--- config.mk ---
export PLATFORM = sky130hd
export DESIGN_NAME = tcfd_queue
export DESIGN_NICKNAME = d
export VERILOG_FILES = /design/src/hdl/tcfd_pkg.sv /design/src/hdl/tcfd_queue.sv
export SDC_FILE = /design/constraint.sdc
export NUM_CORES = 1
export LEC_CHECK = 0
export BUFFER_PORTS_ARGS = -buffer_cell sky130_fd_sc_hd__buf_2
export CAP_MARGIN = 20
export CORE_ASPECT_RATIO = 2
export CORE_MARGIN = 4
export CORE_UTILIZATION = 44
export CTS_CLUSTER_SIZE = 28
export DETAILED_ROUTE_END_ITERATION = 10
export PLACE_DENSITY = 0.66
export SYNTH_ARGS = -nofsm -noshare
export SYNTH_HDL_FRONTEND = slang
export SYNTH_SLANG_ARGS = --single-unit
--- constraint.sdc ---
create_clock -name clk_i -period 5.74 [get_ports clk_i]
set_input_delay 0.287 -clock clk_i [delete_from_list [all_inputs] [get_ports clk_i]]
set_output_delay 0.287 -clock clk_i [all_outputs]
set_load 0.005 [all_outputs]
--- src/hdl/tcfd_pkg.sv ---
// ----------------------------------------------------------------------------
// tcfd_pkg: shared types and constants for the text cell frame store
// Opcodes, register indexes, glyph codes and the command word that travels
// from the front end through the command queue into the cell engine.
// ----------------------------------------------------------------------------
package tcfd_pkg;

  localparam int unsigned POS_W     = 9;
  localparam int unsigned CUR_W     = 10;
  localparam int unsigned GLYPH_W   = 8;
  localparam int unsigned COLOR_W   = 3;
  localparam int unsigned RW_W      = 8;   // rect_width field
  localparam int unsigned RH_W      = 7;   // rect_height field
  localparam int unsigned SCOLS_W   = 8;   // screen_cols register
  localparam int unsigned SROWS_W   = 7;   // screen_rows register
  localparam int unsigned OUT_ROW_W = 6;
  localparam int unsigned OUT_COL_W = 7;
  localparam int unsigned CFG_IDX_W = 2;
  // Widest cell coordinates over the allowed frame sizes
  localparam int unsigned COL_FW    = 8;
  localparam int unsigned ROW_FW    = 7;

  localparam logic [GLYPH_W-1:0]     GLYPH_NEWLINE = 8'd10;
  localparam logic [GLYPH_W-1:0]     GLYPH_SPACE   = 8'h20;
  localparam logic [GLYPH_W-1:0]     GLYPH_NULL    = 8'h00;
  localparam logic [COLOR_W-1:0]     COLOR_DEFAULT = 3'd0;
  localparam logic signed [CUR_W-1:0] CURSOR_MAX   = 10'sd511;
  localparam logic [SCOLS_W-1:0]     COLS_RESET    = 8'd80;
  localparam logic [SROWS_W-1:0]     ROWS_RESET    = 7'd24;

  typedef enum logic [2:0] {
    OP_CLEAR  = 3'd0,
    OP_ORIGIN = 3'd1,
    OP_TEXT   = 3'd2,
    OP_RECT   = 3'd3,
    OP_SCAN   = 3'd4,
    OP_INVAL  = 3'd5
  } op_e;

  typedef enum logic [CFG_IDX_W-1:0] {
    REG_COLS = 2'd0,
    REG_ROWS = 2'd1
  } cfg_reg_e;

  typedef enum logic [2:0] {
    CMD_WR_CHAR   = 3'd0,
    CMD_RECT      = 3'd1,
    CMD_SCAN      = 3'd2,
    CMD_CLR_NEXT  = 3'd3,
    CMD_CLR_SHOWN = 3'd4
  } cmd_e;

  typedef struct packed {
    cmd_e                kind;
    logic [COL_FW-1:0]   col;       // cell column, or rectangle first column
    logic [ROW_FW-1:0]   row;       // cell row, or rectangle first row
    logic [COL_FW-1:0]   col_last;  // rectangle last column
    logic [ROW_FW-1:0]   row_last;  // rectangle last row
    logic [GLYPH_W-1:0]  glyph;
    logic [COLOR_W-1:0]  color;
  } cmd_t;

  typedef struct packed {
    logic [OUT_ROW_W-1:0] row;
    logic [OUT_COL_W-1:0] col;
    logic [COLOR_W-1:0]   color;
    logic [GLYPH_W-1:0]   glyph;
  } res_t;

  typedef struct packed {
    logic clr_next;
    logic clr_shown_char;
    logic clr_shown_color;
  } sweep_t;

  typedef enum logic [1:0] {
    ST_IDLE  = 2'd0,
    ST_SWEEP = 2'd1,
    ST_RECT  = 2'd2,
    ST_SCAN  = 2'd3
  } bk_state_e;

endpackage

--- src/hdl/tcfd_queue.sv ---
// ----------------------------------------------------------------------------
// tcfd_queue: two-entry command queue
// Decouples operation decode from the cell engine so each side stalls alone.
// ----------------------------------------------------------------------------
module tcfd_queue (
  input  logic           clk_i,
  input  logic           rst_ni,
  input  logic           push_i,
  input  tcfd_pkg::cmd_t cmd_i,
  input  logic           pop_i,
  output tcfd_pkg::cmd_t head_o,
  output logic           empty_o,
  output logic           full_o
);
  import tcfd_pkg::*;

  cmd_t       slot_q [2];
  logic       wr_ptr_q, rd_ptr_q;
  logic [1:0] cnt_q;
  logic       do_push, do_pop;

  assign empty_o = (cnt_q == 2'd0);
  assign full_o  = (cnt_q == 2'd2);
  assign head_o  = slot_q[rd_ptr_q];
  assign do_push = push_i && !full_o;
  assign do_pop  = pop_i && !empty_o;

  always_ff @(posedge clk_i) begin
    if (do_push) begin
      slot_q[wr_ptr_q] <= cmd_i;
    end
  end

  always_ff @(posedge clk_i or negedge rst_ni) begin
    if (!rst_ni) begin
      wr_ptr_q <= 1'b0;
      rd_ptr_q <= 1'b0;
      cnt_q    <= 2'd0;
    end else begin
      if (do_push) begin
        wr_ptr_q <= !wr_ptr_q;
      end
      if (do_pop) begin
        rd_ptr_q <= !rd_ptr_q;
      end
      cnt_q <= cnt_q + {1'b0, do_push} - {1'b0, do_pop};
    end
  end

endmodule

==> impl_metrics.csv, run 1 <==
group,metric,value,unit
clocking,cts_buffer_depth,2,
layout,diodes,0,
synth,yosysMostFrequentCell,"edfxtp_1",
worst_hold_path,hold_start,"cmd_i[36]",
layout,drive_gt1_frac,0.584,
drt,ant_nets,0,
worst_hold_path,hold_path_depth,1,
drt,wl_per_cell,16.4,um
clocking,cts_setup_buffers,0,
clocking,clkTransAtPathRegs,0.06,ns
timing,fin_skew,0.00629,ns
critical_path,critPathMaxFanout,24,
global_route,overflow,0,
synth,syn_area,0.00358,mm2
critical_path,cp-start-kind,"flip-flop",
critical_path,critPathSlowestCell,"dfrtp_2",
clocking,clock-sinks,92,
floorplanning,die_w,71.7,um
layout,syn2layout_area_growth,21.9,%
clocking,numCtsBuffers,9,
timing,worstMarginPinSlew,1.05,ns
placement,finalWeightedCongestion,0.711,
worst_hold_path,min_to,"slot_q[0][36]$_DFFE_PP_",
critical_path,critPathRequiredTime,5.45,ns
synth,synth.avg_cell_area,23.1,um2
timing,fin_crit_sh,0.425,
global_route,grt_pass1_wl,9340,um
power_and_ir_drop,leakagePower,0.00177,uW
power_and_ir_drop,power.density,489,mW/mm2
synth,async_reset_ff_frac,0.0435,
clocking,clockRootBuffer,"clkbuf_16",
critical_path,r2r-end,"slot_q[0][23]$_DFFE_PP_",
global_route,track_usage,0.131,
clocking,clk_latency,0.33,ns
synth,yosysSeqAreaShare,0.767,
clocking,cts_tree,"yes",
drt,drc,0,
synth,synthFlopType,"edfxtp_1",
power_and_ir_drop,peakVddDrop,0.000261,V
layout,num-fill-cells,644,
clocking,h-tree-depth,3,
drt,via_count,1698,
critical_path,end_kind,"output pin",
synth,synth_area_leaders,"edfxtp_1 (74%), mux2_4 (16%), dfrtp_1 (2.8%)",
placement,port_buffers,93,
global_route,antenna_found_initial,0,
critical_path,crit_arrival,2.15,ns
outcome,status,"complete, no violations",
critical_path,worstReg2RegStart,"cnt_q[1]$_DFF_PN0_",
global_route,grt_pass1_vias,1861,
synth,syn-num-nets,205,
floorplanning,die_area,0.00972,mm2
floorplanning,fp-row-count,46,
synth,synth_top_area_cell,"edfxtp_1",
global_route,grt_max_degree,45,
synth,synthDistinctLibCells,15,
job,cap_viol_max_count,0,
timing,max_freq,0.410,GHz
synth,yosysTopAreaCellShare,0.739,
synth,ys_warn_count,0,
layout,final-instance-count-excl-fill,358,
floorplanning,core-area,0.00794,mm2
drt,drtIter0Drc,61,
synth,syn-instance-count,155,
timing,slew_violations,0,
timing,period_minus_slack,2.44,ns
critical_path,path_cells,"buf_4 > mux2_2 > buf_2",
drt,drt-total-wl,5870,um
floorplanning,top_level_ports,94,
critical_path,cpPeakStageDelay,0.80,ns
layout,layout.nets,307,
worst_hold_path,min_path_type,"in -> reg",
placement,place_hpwl,4100,um
critical_path,r2r_cells,4,
floorplanning,start_util,0.450,
critical_path,crit_type,"reg -> out",
synth,synth-seq-cells,92,
drt,viasPerCell,4.74,
timing,fin_setup_tns,0,ns
power_and_ir_drop,fin_total_pwr,2130,uW
synth,synth_common_cells,"edfxtp_1 (88), mux2_4 (39), mux2_2 (5)",
timing,rsz0062_at_grt,"no",
critical_path,reg2reg_slack,3.84,ns
timing,finalHoldViolations,0,
timing,setup_viol,0,
synth,synth_edf_count,88,
floorplanning,fp.dieH,135,um
critical_path,critical_path.top_delay_family,"flip-flops",
critical_path,cp_num_buf_inv,2,
drt,dr.pass1.iters,4,
placement,place_inst,341,
timing,slew_headroom,0.299,
-- state kept, by name, indices dropped and copies added, names as in the netlist --
| register | cells |
|---|---|
| wr_ptr_q | 1 |
| cnt_q | 2 |
| rd_ptr_q | 1 |
| slot_q | 88 |
-- layout make-up --
type,count,area (um2),area share
clock buffers,12,236,0.0543
clock inverters,4,16.3,0.00373
inverters,2,7.51,0.00172
multi-input cells,56,743,0.171
flip-flops and latches,92,2740,0.630
well taps,96,120,0.0276
repair buffers,96,490,0.113
-- logic make-up (layout without fill, tap and decap cells) --
group,after synthesis,after routing,share of synthesized area
XOR/XNOR,4,4,0.00980
adder cells (fa/ha/maj),2,2,0.00700
buffers and inverters,7,114,0.0276
flip-flops,92,92,0.767
multiplexers,44,44,0.179
AND/OR/NAND/NOR,6,6,0.00910
-- repair_timing --
item,in CTS,in global routing
gates resized for setup,0,0
hold buffers,1,0
endpoints found under the setup margin,0,0
endpoints found under the hold margin,4,0
-- how the worst max path moves through the flow --
stage,start,to,slack [ns],cells past startpoint
2_1_floorplan,cnt_q[1]$_DFF_PN0_,slot_q[0][0]$_DFFE_PP_,2.85,3
3_5_place_dp,rd_ptr_q$_DFFE_PN0P_,head_o[43],3.58,3
6_report,rd_ptr_q$_DFFE_PN0P_,head_o[43],3.30,3
4_1_cts,rd_ptr_q$_DFFE_PN0P_,head_o[43],3.22,3
3_3_place_gp,rd_ptr_q$_DFFE_PN0P_,head_o[0],3.60,3
5_1_grt,rd_ptr_q$_DFFE_PN0P_,head_o[3],3.16,3
-- metrics by stage --
stage / hold slack, ns / setup WS [ns] / utilization / instance area [um2]
final: 0.144 / 3.30 / 0.549 / 4360
after global routing: 0.126 / 3.16 / 0.549 / 4360
after global placement: 0.103 / 3.60 / 0.516 / 4100
after CTS: 0.127 / 3.22 / 0.549 / 4360
after floorplan: -0.00859 / 2.85 / - / 3580
after detailed placement: 0.106 / 3.58 / 0.516 / 4100
-- power by group --
part,internal [uW],switching (uW),total [uW]
clock,288,208,496
sequential,923,83.2,1010
combinational,361,269,630
total,1570,560,2130
-- layer usage --
| metal | vias up | part of all wire | global-route usage |
|---|---|---|---|
| li1 | 806 | - | - |
| met1 | 818 | 0.34 | 0.134 |
| met2 | 63 | 0.57 | 0.222 |
| met3 | 11 | 0.069 | 0.0520 |
| met4 | 0 | 0.019 | 0.0753 |
| met5 | - | 0 | 0 |
-- cells in the final DEF (no fill, tap or decap), drive strengths merged --
cell         synthesis  routed
and3                 1       1
buf                  5      95
clkbuf               0      12
clkinv               0       4
dfrtp                4       4
dlygate4sd3          0       1
edfxtp              88      88
ha                   2       2
inv                  2       2
mux2                44      44
nand2                1       1
nand2b               1       1
nor2                 2       2
nor2b                1       1
xnor2                3       3
xor2                 1       1
(Power assumes the default switching activity.)
==> run 2, diff against run 1 <==
==> constraint.sdc (replaced) <==
create_clock -name clk_i -period 2.4 [get_ports clk_i]
set_input_delay 0.12 -clock clk_i [delete_from_list [all_inputs] [get_ports clk_i]]
set_output_delay 0.12 -clock clk_i [all_outputs]
set_load 0.005 [all_outputs]
==> impl_metrics.csv, run 2 (synthesis gave the netlist of run 1 again) <==
group,metric,value,unit
timing,fin_crit_sh,0.673,
floorplanning,die_area,0.00972,mm2
drt,wl_per_cell,15.8,um
critical_path,cpPeakStageDelay,0.40,ns
global_route,grt_pass1_vias,2154,
critical_path,cp_num_buf_inv,1,
timing,worstMarginPinSlew,0.255,ns
layout,drive_gt1_frac,0.506,
layout,regMostFlops,"slot_q",
critical_path,crit_arrival,1.86,ns
critical_path,worstReg2RegStart,"cnt_q[1]$_DFF_PN0_",
timing,slew_violations,0,
drt,drt-total-wl,6390,um
clocking,cts_buffer_depth,2,
critical_path,critPathMaxFanout,3,
layout,layout.nets,353,
critical_path,reg2reg_slack,0.79,ns
floorplanning,die_w,71.7,um
timing,slew_headroom,0.830,
critical_path,cp-startpoint,"cnt_q[1]$_DFF_PN0_",
outcome,status,"complete, no violations",
layout,final_cell_mix,"buf_2 (93), edfxtp_1 (88), dlygate4sd3_1 (45)",
critical_path,crit_type,"reg -> reg",
floorplanning,start_util,0.450,
power_and_ir_drop,power.density,1080,mW/mm2
clocking,cts_tree,"yes",
layout,largest_register_ffs,88,
timing,finalHoldViolations,0,
clocking,clockRootBuffer,"clkbuf_16",
global_route,track_usage,0.142,
critical_path,cp-start-kind,"flip-flop",
floorplanning,fp-row-count,46,
drt,dr.pass1.iters,4,
clocking,clock-sinks,92,
worst_hold_path,min_path_type,"in -> async",
clocking,clkTransAtPathRegs,0.06,ns
critical_path,critPathRequiredTime,2.65,ns
timing,rsz0062_at_grt,"no",
global_route,overflow,0,
critical_path,cp_num_cells,7,
drt,ant_nets,0,
timing,max_freq,0.619,GHz
job,cap_viol_max_count,0,
clocking,h-tree-depth,3,
critical_path,end_kind,"flip-flop",
placement,place_inst,343,
layout,reg_top3,"slot_q (88), cnt_q (2)",
layout,final-instance-count-excl-fill,404,
clocking,cts_resized,0,
placement,place_hpwl,4170,um
placement,port_buffers,93,
critical_path,critical_path.top_delay_family,"adder cells",
global_route,antenna_found_initial,0,
placement,finalWeightedCongestion,0.753,
critical_path,path_cells,"nand2b_1 > nand2_1 > ha_1 > inv_1 > ha_1 > xnor2_1 > xnor2_1",
layout,syn2layout_area_growth,36.0,%
drt,via_count,1884,
critical_path,crit_end,"cnt_q[1]$_DFF_PN0_",
critical_path,r2r-end,"cnt_q[1]$_DFF_PN0_",
drt,viasPerCell,4.66,
global_route,grt_max_degree,45,
power_and_ir_drop,peakVddDrop,0.000724,V
global_route,grt_pass1_wl,10200,um
drt,drc,0,
drt,drtIter0Drc,75,
timing,period_minus_slack,1.61,ns
clocking,clk_latency,0.32,ns
floorplanning,fp.dieH,135,um
timing,fin_setup_tns,0,ns
clocking,numCtsBuffers,9,
critical_path,critPathSlowestCell,"dfrtp_1",
critical_path,r2r_cells,7,
floorplanning,top_level_ports,94,
timing,setup_viol,0,
floorplanning,core-area,0.00794,mm2
layout,diodes,0,
timing,fin_skew,0.00254,ns
clocking,cts_setup_buffers,0,
power_and_ir_drop,leakagePower,0.00198,uW
layout,final_common_cell,"buf_2",
run 2: cell count changes in the layout (fill, tap and decap cells not counted):
cell / delta
dlygate4sd3_1: +44
buf_12: +4
buf_4: -2
clkinv_1: -2
clkbuf_1: +1
clkinv_2: +1
run 2: metrics by stage:
stage	hold slack (ns)	area [um2]	utilization	power (uW)	worst slack (ns)
final	0.139	4860	0.612	5280	0.785
after global routing	0.146	4860	0.612	5580	0.619
after CTS	0.109	4860	0.612	5370	0.759
after detailed placement	-0.0691	4160	0.524	4100	0.796
after global placement	-0.0707	4160	0.524	4060	0.883
after floorplan	-0.176	3580	-	3540	0.238
run 2: worst reg2reg max path, delay by kind of cell, from the launching register on:
kind,cells,cell delay [ns]
and+or+nand+nor,2,0.30
buffers and inverters,1,0.04
xor gates and xnor gates,2,0.31
adders and majority gates,2,0.49
DFF,1,0.40
run 2: per-layer routing:
layer,routed length (um),track usage
met1,2060,0.136
met2,3750,0.259
met5,0,0
met3,386,0.0468
met4,193,0.0764
run 2: worst min-delay path by stage:
| stage | end | cells after the start | slack [ns] | start |
|---|---|---|---|---|
| 2_1_floorplan | cnt_q[0]$_DFF_PN0_ | 0 | -0.18 | rst_ni |
| 3_3_place_gp | wr_ptr_q$_DFFE_PN0P_ | 1 | -0.07 | rst_ni |
| 3_5_place_dp | wr_ptr_q$_DFFE_PN0P_ | 1 | -0.07 | rst_ni |
| 4_1_cts | wr_ptr_q$_DFFE_PN0P_ | 2 | 0.11 | rst_ni |
| 5_1_grt | wr_ptr_q$_DFFE_PN0P_ | 2 | 0.15 | rst_ni |
| 6_report | wr_ptr_q$_DFFE_PN0P_ | 2 | 0.14 | rst_ni |
run 2: repair_timing:
item	in CTS	in global routing
setup endpoints to repair	0	0
hold buffers	45	0
endpoints found under the hold margin	92	0
run 2: layout make-up:
type	count	area, um2
clock buffers	13	240
clock inverters	3	13.8
fillers	604	3080
inverters	2	7.51
multi-input cells	56	743
flip-flops and latches	92	2740
well taps	96	120
repair buffers	142	996
run 2: power breakdown:
part / leakage (uW) / switching [uW] / internal [uW]
registers: 0.000863 / 112 / 2200
clock network: 0.000125 / 502 / 695
logic: 0.000989 / 767 / 999
