<file path="config.mk">
export PLATFORM = sky130hd
export DESIGN_NAME = tcfd_front
export DESIGN_NICKNAME = d
export VERILOG_FILES = /design/src/hdl/tcfd_pkg.sv /design/src/hdl/tcfd_front.sv
export SDC_FILE = /design/constraint.sdc
export NUM_CORES = 1
export LEC_CHECK = 0
export BUFFER_PORTS_ARGS = -buffer_cell sky130_fd_sc_hd__buf_4
export CORE_UTILIZATION = 39
export CTS_CLUSTER_DIAMETER = 80
export DETAILED_ROUTE_END_ITERATION = 10
export MAX_ROUTING_LAYER = met4
export SLEW_MARGIN = 20
export SYNTH_ARGS = -nofsm -noshare
export SYNTH_HDL_FRONTEND = slang
export SYNTH_SLANG_ARGS = --single-unit
</file>
<file path="constraint.sdc">
create_clock -name clk_i -period 10.8 [get_ports clk_i]
set_input_delay 2.16 -clock clk_i [delete_from_list [all_inputs] [get_ports clk_i]]
set_output_delay 2.16 -clock clk_i [all_outputs]
set_load 0.005 [all_outputs]
</file>
<file path="src/hdl/tcfd_pkg.sv">
// ----------------------------------------------------------------------------
// tcfd_pkg: shared types and constants for the text cell frame store
// Opcodes, register indexes, glyph codes and the command word that travels
// from the front end through the command queue into the cell engine.
// ----------------------------------------------------------------------------
package tcfd_pkg;

  localparam int unsigned POS_W     = 9;
  localparam int unsigned CUR_W     = 10;
  localparam int unsigned GLYPH_W   = 8;
  localparam int unsigned COLOR_W   = 3;
  localparam int unsigned RW_W      = 8;   // rect_width field
  localparam int unsigned RH_W      = 7;   // rect_height field
  localparam int unsigned SCOLS_W   = 8;   // screen_cols register
  localparam int unsigned SROWS_W   = 7;   // screen_rows register
  localparam int unsigned OUT_ROW_W = 6;
  localparam int unsigned OUT_COL_W = 7;
  localparam int unsigned CFG_IDX_W = 2;
  // Widest cell coordinates over the allowed frame sizes
  localparam int unsigned COL_FW    = 8;
  localparam int unsigned ROW_FW    = 7;

  localparam logic [GLYPH_W-1:0]     GLYPH_NEWLINE = 8'd10;
  localparam logic [GLYPH_W-1:0]     GLYPH_SPACE   = 8'h20;
  localparam logic [GLYPH_W-1:0]     GLYPH_NULL    = 8'h00;
  localparam logic [COLOR_W-1:0]     COLOR_DEFAULT = 3'd0;
  localparam logic signed [CUR_W-1:0] CURSOR_MAX   = 10'sd511;
  localparam logic [SCOLS_W-1:0]     COLS_RESET    = 8'd80;
  localparam logic [SROWS_W-1:0]     ROWS_RESET    = 7'd24;

  typedef enum logic [2:0] {
    OP_CLEAR  = 3'd0,
    OP_ORIGIN = 3'd1,
    OP_TEXT   = 3'd2,
    OP_RECT   = 3'd3,
    OP_SCAN   = 3'd4,
    OP_INVAL  = 3'd5
  } op_e;

  typedef enum logic [CFG_IDX_W-1:0] {
    REG_COLS = 2'd0,
    REG_ROWS = 2'd1
  } cfg_reg_e;

  typedef enum logic [2:0] {
    CMD_WR_CHAR   = 3'd0,
    CMD_RECT      = 3'd1,
    CMD_SCAN      = 3'd2,
    CMD_CLR_NEXT  = 3'd3,
    CMD_CLR_SHOWN = 3'd4
  } cmd_e;

  typedef struct packed {
    cmd_e                kind;
    logic [COL_FW-1:0]   col;       // cell column, or rectangle first column
    logic [ROW_FW-1:0]   row;       // cell row, or rectangle first row
    logic [COL_FW-1:0]   col_last;  // rectangle last column
    logic [ROW_FW-1:0]   row_last;  // rectangle last row
    logic [GLYPH_W-1:0]  glyph;
    logic [COLOR_W-1:0]  color;
  } cmd_t;

  typedef struct packed {
    logic [OUT_ROW_W-1:0] row;
    logic [OUT_COL_W-1:0] col;
    logic [COLOR_W-1:0]   color;
    logic [GLYPH_W-1:0]   glyph;
  } res_t;

  typedef struct packed {
    logic clr_next;
    logic clr_shown_char;
    logic clr_shown_color;
  } sweep_t;

  typedef enum logic [1:0] {
    ST_IDLE  = 2'd0,
    ST_SWEEP = 2'd1,
    ST_RECT  = 2'd2,
    ST_SCAN  = 2'd3
  } bk_state_e;

endpackage

</file>
<file path="src/hdl/tcfd_front.sv">
// ----------------------------------------------------------------------------
// tcfd_front: operation decode and text cursor
// Classifies each accepted operation, keeps the text run cursor, clips
// rectangles and scans against the screen size, and issues cell commands.
// ----------------------------------------------------------------------------
module tcfd_front #(
  parameter int unsigned MAX_COLS = 128,
  parameter int unsigned MAX_ROWS = 64
) (
  input  logic                              clk_i,
  input  logic                              rst_ni,
  input  logic                              accept_i,
  input  logic [2:0]                        op_i,
  input  logic signed [tcfd_pkg::POS_W-1:0] pos_x_i,
  input  logic signed [tcfd_pkg::POS_W-1:0] pos_y_i,
  input  logic [tcfd_pkg::GLYPH_W-1:0]      glyph_i,
  input  logic [tcfd_pkg::RW_W-1:0]         rect_width_i,
  input  logic [tcfd_pkg::RH_W-1:0]         rect_height_i,
  input  logic [tcfd_pkg::COLOR_W-1:0]      paint_color_i,
  input  logic [tcfd_pkg::SCOLS_W-1:0]      screen_cols_i,
  input  logic [tcfd_pkg::SROWS_W-1:0]      screen_rows_i,
  output logic                              push_o,
  output tcfd_pkg::cmd_t                    cmd_o
);
  import tcfd_pkg::*;

  localparam logic [SCOLS_W:0] MAXC = (SCOLS_W+1)'(MAX_COLS);
  localparam logic [SROWS_W:0] MAXR = (SROWS_W+1)'(MAX_ROWS);

  logic signed [POS_W-1:0] origin_q, origin_d;
  logic signed [CUR_W-1:0] ccol_q, ccol_d;
  logic signed [CUR_W-1:0] crow_q, crow_d;
  logic                    stop_q, stop_d;

  logic [SCOLS_W:0]        used_cols;
  logic [SROWS_W:0]        used_rows;
  logic signed [CUR_W-1:0] uc_s, ur_s;
  logic signed [CUR_W-1:0] px, py, xe, ye, x0, y0, x1, y1, xl, yl, crow_inc;
  logic                    scan_in, cur_in, rect_ok;

  assign used_cols = ({1'b0, screen_cols_i} < MAXC) ? {1'b0, screen_cols_i} : MAXC;
  assign used_rows = ({1'b0, screen_rows_i} < MAXR) ? {1'b0, screen_rows_i} : MAXR;
  assign uc_s      = $signed({1'b0, used_cols});
  assign ur_s      = $signed({2'b00, used_rows});

  assign px = {pos_x_i[POS_W-1], pos_x_i};
  assign py = {pos_y_i[POS_W-1], pos_y_i};

  assign scan_in = !px[CUR_W-1] && !py[CUR_W-1] && (px < uc_s) && (py < ur_s);
  assign cur_in  = !ccol_q[CUR_W-1] && !crow_q[CUR_W-1] && (ccol_q < uc_s) && (crow_q < ur_s);

  // clip the rectangle to [0, used) on both axes
  assign xe      = px + $signed({2'b00, rect_width_i});
  assign ye      = py + $signed({3'b000, rect_height_i});
  assign x0      = px[CUR_W-1] ? '0 : px;
  assign y0      = py[CUR_W-1] ? '0 : py;
  assign x1      = (xe < uc_s) ? xe : uc_s;
  assign y1      = (ye < ur_s) ? ye : ur_s;
  assign xl      = x1 - 10'sd1;
  assign yl      = y1 - 10'sd1;
  assign rect_ok = (x0 < x1) && (y0 < y1);

  assign crow_inc = crow_q + 10'sd1;

  always_comb begin
    origin_d       = origin_q;
    ccol_d         = ccol_q;
    crow_d         = crow_q;
    stop_d         = stop_q;
    push_o         = 1'b0;
    cmd_o.kind     = CMD_WR_CHAR;
    cmd_o.col      = ccol_q[COL_FW-1:0];
    cmd_o.row      = crow_q[ROW_FW-1:0];
    cmd_o.col_last = xl[COL_FW-1:0];
    cmd_o.row_last = yl[ROW_FW-1:0];
    cmd_o.glyph    = glyph_i;
    cmd_o.color    = paint_color_i;
    if (accept_i) begin
      unique case (op_i)
        OP_CLEAR: begin
          push_o     = 1'b1;
          cmd_o.kind = CMD_CLR_NEXT;
        end
        OP_ORIGIN: begin
          origin_d = pos_x_i;
          ccol_d   = px;
          crow_d   = py;
          stop_d   = 1'b0;
        end
        OP_TEXT: begin
          if (!stop_q) begin
            if (glyph_i == GLYPH_NEWLINE) begin
              ccol_d = {origin_q[POS_W-1], origin_q};
              crow_d = crow_inc;
              if (crow_inc >= ur_s) begin
                stop_d = 1'b1;
              end
            end else begin
              // space only moves the cursor
              push_o = (glyph_i != GLYPH_SPACE) && cur_in;
              if (ccol_q < CURSOR_MAX) begin
                ccol_d = ccol_q + 10'sd1;
              end
            end
          end
        end
        OP_RECT: begin
          push_o     = rect_ok;
          cmd_o.kind = CMD_RECT;
          cmd_o.col  = x0[COL_FW-1:0];
          cmd_o.row  = y0[ROW_FW-1:0];
        end
        OP_SCAN: begin
          push_o     = scan_in;
          cmd_o.kind = CMD_SCAN;
          cmd_o.col  = px[COL_FW-1:0];
          cmd_o.row  = py[ROW_FW-1:0];
        end
        OP_INVAL: begin
          push_o     = 1'b1;
          cmd_o.kind = CMD_CLR_SHOWN;
        end
        default: begin
        end
      endcase
    end
  end

  always_ff @(posedge clk_i or negedge rst_ni) begin
    if (!rst_ni) begin
      origin_q <= '0;
      ccol_q   <= '0;
      crow_q   <= '0;
      stop_q   <= 1'b0;
    end else begin
      origin_q <= origin_d;
      ccol_q   <= ccol_d;
      crow_q   <= crow_d;
      stop_q   <= stop_d;
    end
  end

endmodule

</file>
==> reports/summary.txt, run 1 <==
Outcome = completed
Critical path required time = 8640 ps
Max capacitance violation total = 0
Unique masters post-synth = 72
Die area = 0.0131 sq mm
Seq/Total Area, Yosys = 15.2%
Post-synth ARST share = 100%
Unrepaired setup endpoints after global routing = false
CP Data Arrival Time = 7470 ps
Slew of the pin with the lowest slew margin = 753 ps
Share of the synthesized area in the top cell type = 19.8%
Post-Syn Instances = 626
CTS buffer count = 5
Max Transition Viols Final = 0
CTS max path bufs = 2
Vias = 4956
Final antenna-violating net count = 0
Hold slack = 510 ps
Area Overhead vs Synth = 20.6%
Die X = 115 microns
Slew headroom = 49.8%
Reg clk slew, reported paths = 60 ps
Setup tns final = 0 ps
Final #Nets = 851
Post-CTS Setup Bufs = 0
Endpoints failing setup = 0
Initial core utilization = 40.6%
CTS resizes = 0
Worst setup margin = 1170 ps
TritonCTS clock tree = built
Synthesized area per cell = 7.88 sq um
Post-Route WL = 14700 microns
Post-synth top cells = 78 x ha_1, 51 x nor2_1, 47 x nand2_1, 39 x o21ai_0, 36 x a21oi_1
Area leader, netlist = ha_1
Initial antenna violation count = 0
Tcrit/Tclk final = 89.2%
Synth area leaders = ha_1 20%, dfrtp_1 15%, o21ai_0 4.0%
CP max FO = 10
Routability-driven placement congestion ratio = 0.902
Syn_nets = 771
Power per cell area = 131 mW/mm^2
HP Class = reg -> reg
PortBufs = 103
First-pass GRT wire length = 24100 microns
Root buf cell = clkbuf_16
Wire per inst = 16.8 microns
Total GRT Usage = 23.9%
Most common cell in the netlist = ha_1
# DRC = 0
Clock latency on the worst-skew pair = 280 ps
N_diodes = 0
Multi-input gate area = 0.00389 sq mm
Initial DRC Count = 255
Vias in the first global route = 4792
Core area = 0.0122 sq mm
Row count = 40
CP Capture Type = output pin
Die Height = 115 microns
Drt pass-1 iters = 5
Cts hold-fix bufs = 0
Largest net degree at the start of global routing = 31
Max Freq = 104 MHz
Layout cells sized above 1 = 20.4%
IO Pins = 110
Place WS = 1220 ps
Final Power = 779 uW
Vias/cell = 5.66
Clk sinks = 30
Final hold vios = 0
Final Critical Period = 9630 ps
HPWL Detailed = 11600 microns
GRT overflow = 0
Register area = 751 sq um
Yosys warning count = 0
Worst Setup Path Type = in -> out
Seq cells post-synth = 30
Synthesized area = 0.00494 sq mm
H-tree depth = 2
Fin Clk Skew = 3.48 ps
Startpoint Class = input port
Post-synth EDFFs = 0
FILL cells = 1182
P_leak = 0.00269 uW
Prevailing post-synth register cell = dfrtp_1
Maximum VDD drop = 0.0878 mV
registers in the layout, indices dropped and copies added (netlist names):
name / count
stop_q: 1
origin_q: 9
crow_q: 10
ccol_q: 10
per-stage QoR:
step	instance area (sq um)	cells	utilization, %
2_1_floorplan	4940	626	-
3_3_place_gp	5750	867	47.3
3_5_place_dp	5750	867	47.3
4_1_cts	5950	875	48.9
5_1_grt	5950	875	49.0
6_report	5950	875	49.0
placed cells by master (no fill, tap or decap), types with 13 or more instances in the layout:
| cell | synthesis | routed |
|---|---|---|
| inv_1 | 30 | 30 |
| nand3_1 | 15 | 15 |
| nand2_1 | 47 | 47 |
| dfrtp_1 | 30 | 30 |
| nor2b_1 | 25 | 25 |
| o21a_1 | 13 | 13 |
| a21oi_1 | 36 | 36 |
| ha_1 | 78 | 78 |
| xnor2_1 | 15 | 15 |
| buf_4 | 12 | 105 |
| nor2_1 | 51 | 51 |
| a22o_1 | 20 | 20 |
| nor3_1 | 16 | 16 |
| o21ai_0 | 39 | 39 |
worst max-delay path: stages:
cell and delay (ps):
buf_4 110, ha_1 210, inv_1 70, fa_1 400, xnor2_1 220, ha_1 280
a21oi_1 140, o21ai_0 90, a21o_1 190, maj3_2 300, maj3_2 290, a221o_1 350
ha_1 400, inv_1 220, nor2_1 70, a21oi_1 330, ha_1 330, a21o_1 180
a2111oi_0 410, o211ai_1 160, a21oi_1 170, a21oi_1 50, o211ai_1 200, buf_4 140
logic make-up after synthesis:
family	after synthesis	share of synthesized area, %
and+or+nand+nor	221	23.5
AOI/OAI and AO/OA	188	25.9
adders and majority gates	82	21.0
buffers and inverters	62	5.98
DFF	30	15.2
xor gates and xnor gates	26	4.61
muxes	17	3.73
where the power goes:
part / internal [uW] / switching (uW)
Clock: 138 / 54.1
Combinational: 204 / 205
Sequential: 138 / 40.1
final cells by class:
class                   instances  share of cell area (%)
flip-flops and latches         30                    12.6
repair buffers                105                    13.2
clock buffers                   6                    2.33
well taps                     168                    3.53
clock inverters                 2                    1.01
multi-input cells             534                    65.4
inverters                      30                    1.89
metal layers:
layer	up-vias	GRT usage, %	wire (microns)
met5	-	-	0
met1	2297	30.6	6620
li1	2477	-	-
met3	18	3.23	794
met4	0	5.71	207
met2	164	39.7	7070
final timing paths:
| check | start | end | slack, ps | cells after the start |
|---|---|---|---|---|
| hold reg to reg | origin_q[3] | origin_q[3] | 510 | 1 |
| setup / recovery | pos_y_i[0] | push_o | 1170 | 24 |
| min in group asynchronous | rst_ni | crow_q[1] | 1800 | 1 |
| setup reg to reg | crow_q[0] | stop_q | 8240 | 9 |
| max in group asynchronous | rst_ni | ccol_q[1] | 8680 | 1 |
| hold / removal | origin_q[3] | origin_q[3] | 510 | 1 |
Power figures use the tool's default switching activity.
==> run 2, diff against run 1 <==
--- a/config.mk
+++ b/config.mk
@@ -6,6 +6,7 @@
 export NUM_CORES = 1
 export LEC_CHECK = 0
 export BUFFER_PORTS_ARGS = -buffer_cell sky130_fd_sc_hd__buf_4
+export CORE_ASPECT_RATIO = 1.4
 export CORE_UTILIZATION = 39
 export CTS_CLUSTER_DIAMETER = 80
 export DETAILED_ROUTE_END_ITERATION = 10
==> reports/summary.txt, run 2 (synthesis gave the netlist of run 1 again) <==
Setup tns final = 0 ps (unchanged)
Most frequent cells in the layout = 105 x buf_4, 78 x ha_1, 51 x nor2_1, 47 x nand2_1, 39 x o21ai_0
Vias in the first global route = 4980 (+3.9%)
Maximum VDD drop = 0.0992 mV (+13%)
Clock latency on the worst-skew pair = 270 ps (about the same)
Final antenna-violating net count = 0 (unchanged)
Final Critical Period = 9640 ps (+9.38 ps)
Drt pass-1 iters = 5 (unchanged)
PortBufs = 103 (unchanged)
Tcrit/Tclk final = 89.3% (about the same)
Worst Setup Path Type = in -> out
Clock power share = 24.2% (-0.5 points)
Initial core utilization = 40.1% (-0.49 points)
Slew headroom = 51.1% (+1.3 points)
Post-route cell area = 0.00593 sq mm (-0.38%)
Startpoint Class = input port
Max Freq = 104 MHz (about the same)
Final #Nets = 851 (unchanged)
H-tree depth = 2 (unchanged)
Power per cell area = 131 mW/mm^2 (about the same)
HP Class = reg -> reg
Net Sw Frac = 38.2% (-0.18 points)
Initial DRC Count = 205 (-20%)
N_diodes = 0 (unchanged)
Initial antenna violation count = 0 (unchanged)
CP max stage delay = 430 ps (+20 ps)
Critical path required time = 8640 ps (about the same)
Post-Route WL = 15000 microns (+2.3%)
Row count = 48 (+20%)
Layout cells sized above 1 = 20.4% (unchanged)
Vias/cell = 5.88 (+3.8%)
Top Registers = ccol_q (10), crow_q (10), origin_q (9)
Largest net degree at the start of global routing = 31 (unchanged)
# DRC = 0 (unchanged)
GRT overflow = 0 (unchanged)
Fin Clk Skew = 2.87 ps (-0.607 ps)
Max capacitance violation total = 0 (unchanged)
Finished Layout Cells = 857 (-2.1%)
Unrepaired setup endpoints after global routing = false
Root buf cell = clkbuf_16
Slew of the pin with the lowest slew margin = 731 ps (-21.5 ps)
Critical R2R Launch = crow_q[0]
Multi-input gate area = 0.00389 sq mm (unchanged)
Post-CTS Setup Bufs = 0 (unchanged)
Cts hold-fix bufs = 0 (unchanged)
Outcome = completed
IO Pins = 110 (unchanged)
CP Cell Sequence = buf_4 > ha_1 > inv_1 > fa_1 > xnor2_1 > ha_1 > a21oi_1 > o21ai_0 > a21o_1 > maj3_2 > maj3_2 > a221o_1 > ha_1 > inv_1 > nor2_1 > a21oi_1 > ha_1 > a21o_1 > a2111oi_0 > o211ai_1 > a21oi_1 > a21oi_1 > o211ai_1 > buf_4
Internal power = 480 uW (about the same)
Seq pwr share = 23.0% (+0.2 points)
P_leak = 0.00269 uW (unchanged)
CP max FO = 10 (unchanged)
Die X = 97.1 microns (-15%)
CP Data Arrival Time = 7480 ps (about the same)
Routability-driven placement congestion ratio = 0.900 (-0.26%)
Endpoints failing setup = 0 (unchanged)
Dpl cell area = 0.00573 sq mm (-0.39%)
Placed cell count = 849 (-2.1%)
P_sw = 297 uW (-0.80%)
Crit path launch = pos_y_i[0]
Wire per inst = 17.5 microns (+4.4%)
Core area = 0.0123 sq mm (+1.2%)
CP Capture Type = output pin
Combinational share of power = 52.8% (+0.3 points)
Max Transition Viols Final = 0 (unchanged)
Commonest non-fill, non-tap cell in the layout = buf_4
TritonCTS clock tree = built
Area Overhead vs Synth = 20.2%
Hold path start = origin_q[8]
FILL cells = 1215 (+2.8%)
Final hold vios = 0 (unchanged)
Critical-path top delay cell = a2111oi_0
Total GRT Usage = 23.7% (-0.21 points)
CTS max path bufs = 2 (unchanged)
Clk sinks = 30 (unchanged)
CTS resizes = 0 (unchanged)
Register area = 751 sq um (unchanged)
CTS buffer count = 5 (unchanged)
First-pass GRT wire length = 24500 microns (+1.8%)
Die area = 0.0131 sq mm (about the same)
Die Height = 135 microns (+18%)
HPWL Detailed = 12100 microns (+4.6%)
Vias = 5038 (+1.7%)
Reg clk slew, reported paths = 50 ps (about the same)
run 2: cell counts in the layout (fill, tap and decap cells not counted):
No cell type changed its count.
run 2: final timing paths:
check,end,slack [ps],cells after the start
setup / recovery,push_o,1160,24
hold / removal,origin_q[8],510,1
setup reg to reg,stop_q,8230,9
hold reg to reg,origin_q[8],510,1
max in group asynchronous,crow_q[3],8680,1
min in group asynchronous,origin_q[2],1820,1
run 2: worst max-delay path, delay by kind of cell:
kind / cells / cell delay (ps)
AO/OA/AOI/OAI: 11 / 2290
XOR/XNOR: 1 / 230
adder cells (fa/ha/maj): 7 / 2200
buffers and inverters: 4 / 530
AND/OR/NAND/NOR: 1 / 70
run 2: power groups by stage:
stage                     combinational, uW  sequential (uW)  clock (uW)
after floorplan                         266              163           0
after detailed placement                407              179           0
after global routing                    460              182         199
after CTS                               411              177         191
final                                   410              179         188
after global placement                  400              179           0
run 2: area by class of cell:
| type | instances | share of cell area, % |
|---|---|---|
| Clock buffer | 6 | 2.34 |
| Inverter | 30 | 1.90 |
| Timing Repair Buffer | 105 | 13.3 |
| Tap cell | 150 | 3.16 |
| Clock inverter | 2 | 1.01 |
| Sequential cell | 30 | 12.7 |
| Multi-Input combinational cell | 534 | 65.6 |
run 2: through the flow:
step / total power [uW] / utilization [%] / setup slack (ps) / hold slack, ps
global placement: 578 / 46.5 / 1360 / 494
floorplan: 429 / - / 1840 / 480
global route: 842 / 48.2 / 673 / 528
finish: 777 / 48.2 / 1160 / 511
CTS: 779 / 48.2 / 1120 / 508
detailed placement: 586 / 46.5 / 1130 / 496
run 2: per-layer routing:
layer / part of all wire (%) / up-vias / global-route usage, %
met5: 0 / - / -
met4: 2.2 / 0 / 6.05
met3: 4.4 / 26 / 2.64
met2: 51 / 167 / 43.3
met1: 42 / 2363 / 27.4
li1: - / 2482 / -
==> run 3, diff against run 2 <==
--- a/config.mk
+++ b/config.mk
@@ -5,12 +5,17 @@
 export SDC_FILE = /design/constraint.sdc
 export NUM_CORES = 1
 export LEC_CHECK = 0
+export ABC_AREA = 1
 export BUFFER_PORTS_ARGS = -buffer_cell sky130_fd_sc_hd__buf_4
+export CELL_PAD_IN_SITES_DETAIL_PLACEMENT = 2
+export CELL_PAD_IN_SITES_GLOBAL_PLACEMENT = 2
 export CORE_ASPECT_RATIO = 1.4
-export CORE_UTILIZATION = 39
+export CORE_UTILIZATION = 30
 export CTS_CLUSTER_DIAMETER = 80
 export DETAILED_ROUTE_END_ITERATION = 10
 export MAX_ROUTING_LAYER = met4
+export PLACE_DENSITY_LB_ADDON = 0.1
+export REMOVE_ABC_BUFFERS = 1
 export SLEW_MARGIN = 20
 export SYNTH_ARGS = -nofsm -noshare
 export SYNTH_HDL_FRONTEND = slang
==> reports/summary.txt, run 3 <==
Layout cells sized above 1 = 18.1% (-2.3 points)
Final Critical Period = 8570 ps (-1070 ps)
First-pass GRT wire length = 30500 microns (+24%)
WHS Path Cells = 2 (+1)
N_diodes = 0 (unchanged)
Wire per inst = 19.1 microns (+8.9%)
Final Power = 780 uW (+0.47%)
Outcome = completed
Drt pass-1 iters = 4 (-1)
Post-Route WL = 19400 microns (+29%)
Post-synth EDFFs = 0 (unchanged)
Vias/cell = 5.21 (-11%)
IO Pins = 110 (unchanged)
Finished Layout Cells = 1015 (+18%)
Placed cell count = 1008 (+19%)
Place WS = 2120 ps (+991 ps)
Commonest non-fill, non-tap cell in the layout = nand2_1
Max capacitance violation total = 0 (unchanged)
Worst Setup Path Type = in -> out
Initial antenna violation count = 0 (unchanged)
Post-Syn Instances = 734 (+17%)
Seq cells post-synth = 30 (unchanged)
Root buf cell = clkbuf_16
Share of the synthesized area in the top cell type = 20.1% (+0.31 points)
Cts hold-fix bufs = 0 (unchanged)
PortBufs = 103 (unchanged)
Max Freq = 117 MHz (+13%)
Largest net degree at the start of global routing = 31 (unchanged)
Setup tns final = 0 ps (unchanged)
Final antenna-violating net count = 0 (unchanged)
Post-synth top cells = 179 x nand2_1, 100 x inv_1, 78 x ha_1, 59 x nor2_1, 43 x a21oi_1
P_leak = 0.00307 uW (+14%)
Final #Nets = 964 (+13%)
Clock latency on the worst-skew pair = 280 ps (about the same)
GRT met3 Usage = 2.57% (-0.073 points)
Initial core utilization = 30.9% (-9.2 points)
CTS max path bufs = 2 (unchanged)
Vias in the first global route = 5917 (+19%)
Yosys warning count = 0 (unchanged)
Reg2Reg Depth = 12 (+3)
Most Used Layer, Global Route = met2
GRT overflow = 0 (unchanged)
GRT met1 Usage = 25.0% (-2.4 points)
Slew headroom = 40.4% (-11 points)
TritonCTS clock tree = built
Endpoints failing setup = 0 (unchanged)
Die Height = 153 microns (+13%)
Initial DRC Count = 86 (-58%)
Area leader, netlist = ha_1
HPWL Detailed = 16600 microns (+37%)
Total GRT Usage = 24.5% (+0.79 points)
Unrepaired setup endpoints after global routing = false
Routability-driven placement congestion ratio = 0.876 (-2.6%)
Seq/Total Area, Yosys = 15.4% (+0.24 points)
Met2 Usage GRT = 48.1% (+4.7 points)
Most frequent cells in the layout = 179 x nand2_1, 103 x buf_4, 100 x inv_1, 78 x ha_1, 59 x nor2_1
Prevailing post-synth register cell = dfrtp_1
Worst setup margin = 2230 ps (+1070 ps)
Unique masters post-synth = 45 (-38%)
Fin Clk Skew = 4.73 ps (+1.86 ps)
Startpoint Class = input port
CP Capture Type = output pin
Most common cell in the netlist = nand2_1
Core area = 0.0157 sq mm (+28%)
Synthesized area = 0.00486 sq mm (-1.5%)
Die area = 0.0167 sq mm (+27%)
Post-CTS Setup Bufs = 0 (unchanged)
CP max FO = 14 (+4)
Area Overhead vs Synth = 20.5%
HP Class = reg -> reg
Vias = 5292 (+5.0%)
Synth area leaders = ha_1 20%, dfrtp_1 15%, nand2_1 14%
Die X = 110 microns (+13%)
CTS resizes = 0 (unchanged)
Synthesized area per cell = 6.62 sq um (-16%)
Final hold vios = 0 (unchanged)
Row count = 54 (+13%)
# DRC = 0 (unchanged)
H-tree depth = 2 (unchanged)
Post-layout util = 37.2% (-11 points)
Maximum VDD drop = 0.0661 mV (-33%)
CP Data Arrival Time = 6410 ps (-1070 ps)
Clk sinks = 30 (unchanged)
Top Registers = ccol_q (10), crow_q (10), origin_q (9)
Post-synth ARST share = 100% (unchanged)
Slew of the pin with the lowest slew margin = 893 ps (+162 ps)
Max Transition Viols Final = 0 (unchanged)
Critical path required time = 8640 ps (about the same)
Power per cell area = 133 mW/mm^2 (+1.8%)
Reg clk slew, reported paths = 60 ps (about the same)
Tcrit/Tclk final = 79.3% (-9.9 points)
CTS buffer count = 5 (unchanged)
[run 3: cell types whose count changed in the layout (fill, tap and decap cells not counted), sizes merged, moves of 11 or more]
cell	change
nor2b	-25
o21ai	+22
xor2	+11
mux2	-11
o22ai	+11
a22o	-20
nand3	+24
a21oi	+11
nor2	+11
nand2	+134
inv	+76
a21o	-11
[run 3: power by group]
| group | total (uW) | switching, uW | internal [uW] |
|---|---|---|---|
| clock network | 136 | 52.6 | 83.1 |
| registers | 170 | 31.4 | 138 |
| logic | 475 | 274 | 201 |
[run 3: logic make-up after synthesis]
family          Yosys count  synth area share (%)
flops                    30                  15.4
buf+inv                 132                  11.5
compound gates          155                  20.1
xor+xnor                 29                  5.38
simple gates            308                  26.6
fa+ha+maj                80                  20.9
[run 3: cell type report]
cell class,count,area (sq um)
clock inverter,2,10.0
inverter,107,402
timing repair buffer,103,773
clock buffer,5,125
tap,196,245
multi-input combinational,572,3550
fill,1965,9890
sequential,30,751
[run 3: layer usage]
| metal | vias up | share of wire (%) |
|---|---|---|
| met5 | - | 0 |
| met1 | 2571 | 39 |
| met4 | 0 | 2.1 |
| met2 | 95 | 57 |
| met3 | 27 | 2.3 |
| li1 | 2599 | - |
[run 3: final timing paths]
kind / startpoint / end / slack, ps
max: pos_x_i[2] / push_o / 2230
min: origin_q[4] / origin_q[4] / 490
max in group asynchronous: rst_ni / crow_q[4] / 8650
min reg2reg: origin_q[4] / origin_q[4] / 490
max reg2reg: crow_q[2] / stop_q / 8330
min in group asynchronous: rst_ni / origin_q[3] / 1820
[run 3: stage by stage]
stage | area, sq um | hold slack (ps)
after detailed placement | 5720 | 479
after CTS | 5850 | 493
final | 5850 | 487
after global routing | 5850 | 524
after global placement | 5720 | 466
after floorplan | 4700 | 448
[run 3: worst max-delay path, stage by stage]
cell	delay, ps
buf_4	130
ha_1	370
a21oi_2	210
nand2_2	100
nand2_1	70
o211ai_1	130
xor2_1	240
inv_1	80
ha_1	300
a221oi_1	300
nand3_1	120
ha_1	630
o21a_1	260
inv_1	90
ha_1	280
nand2_1	70
o21a_1	180
nand2_1	70
nand2_1	50
nand2_1	60
nand2_1	50
nand3_1	110
nand3_1	90
nand2_1	90
inv_1	40
buf_4	120
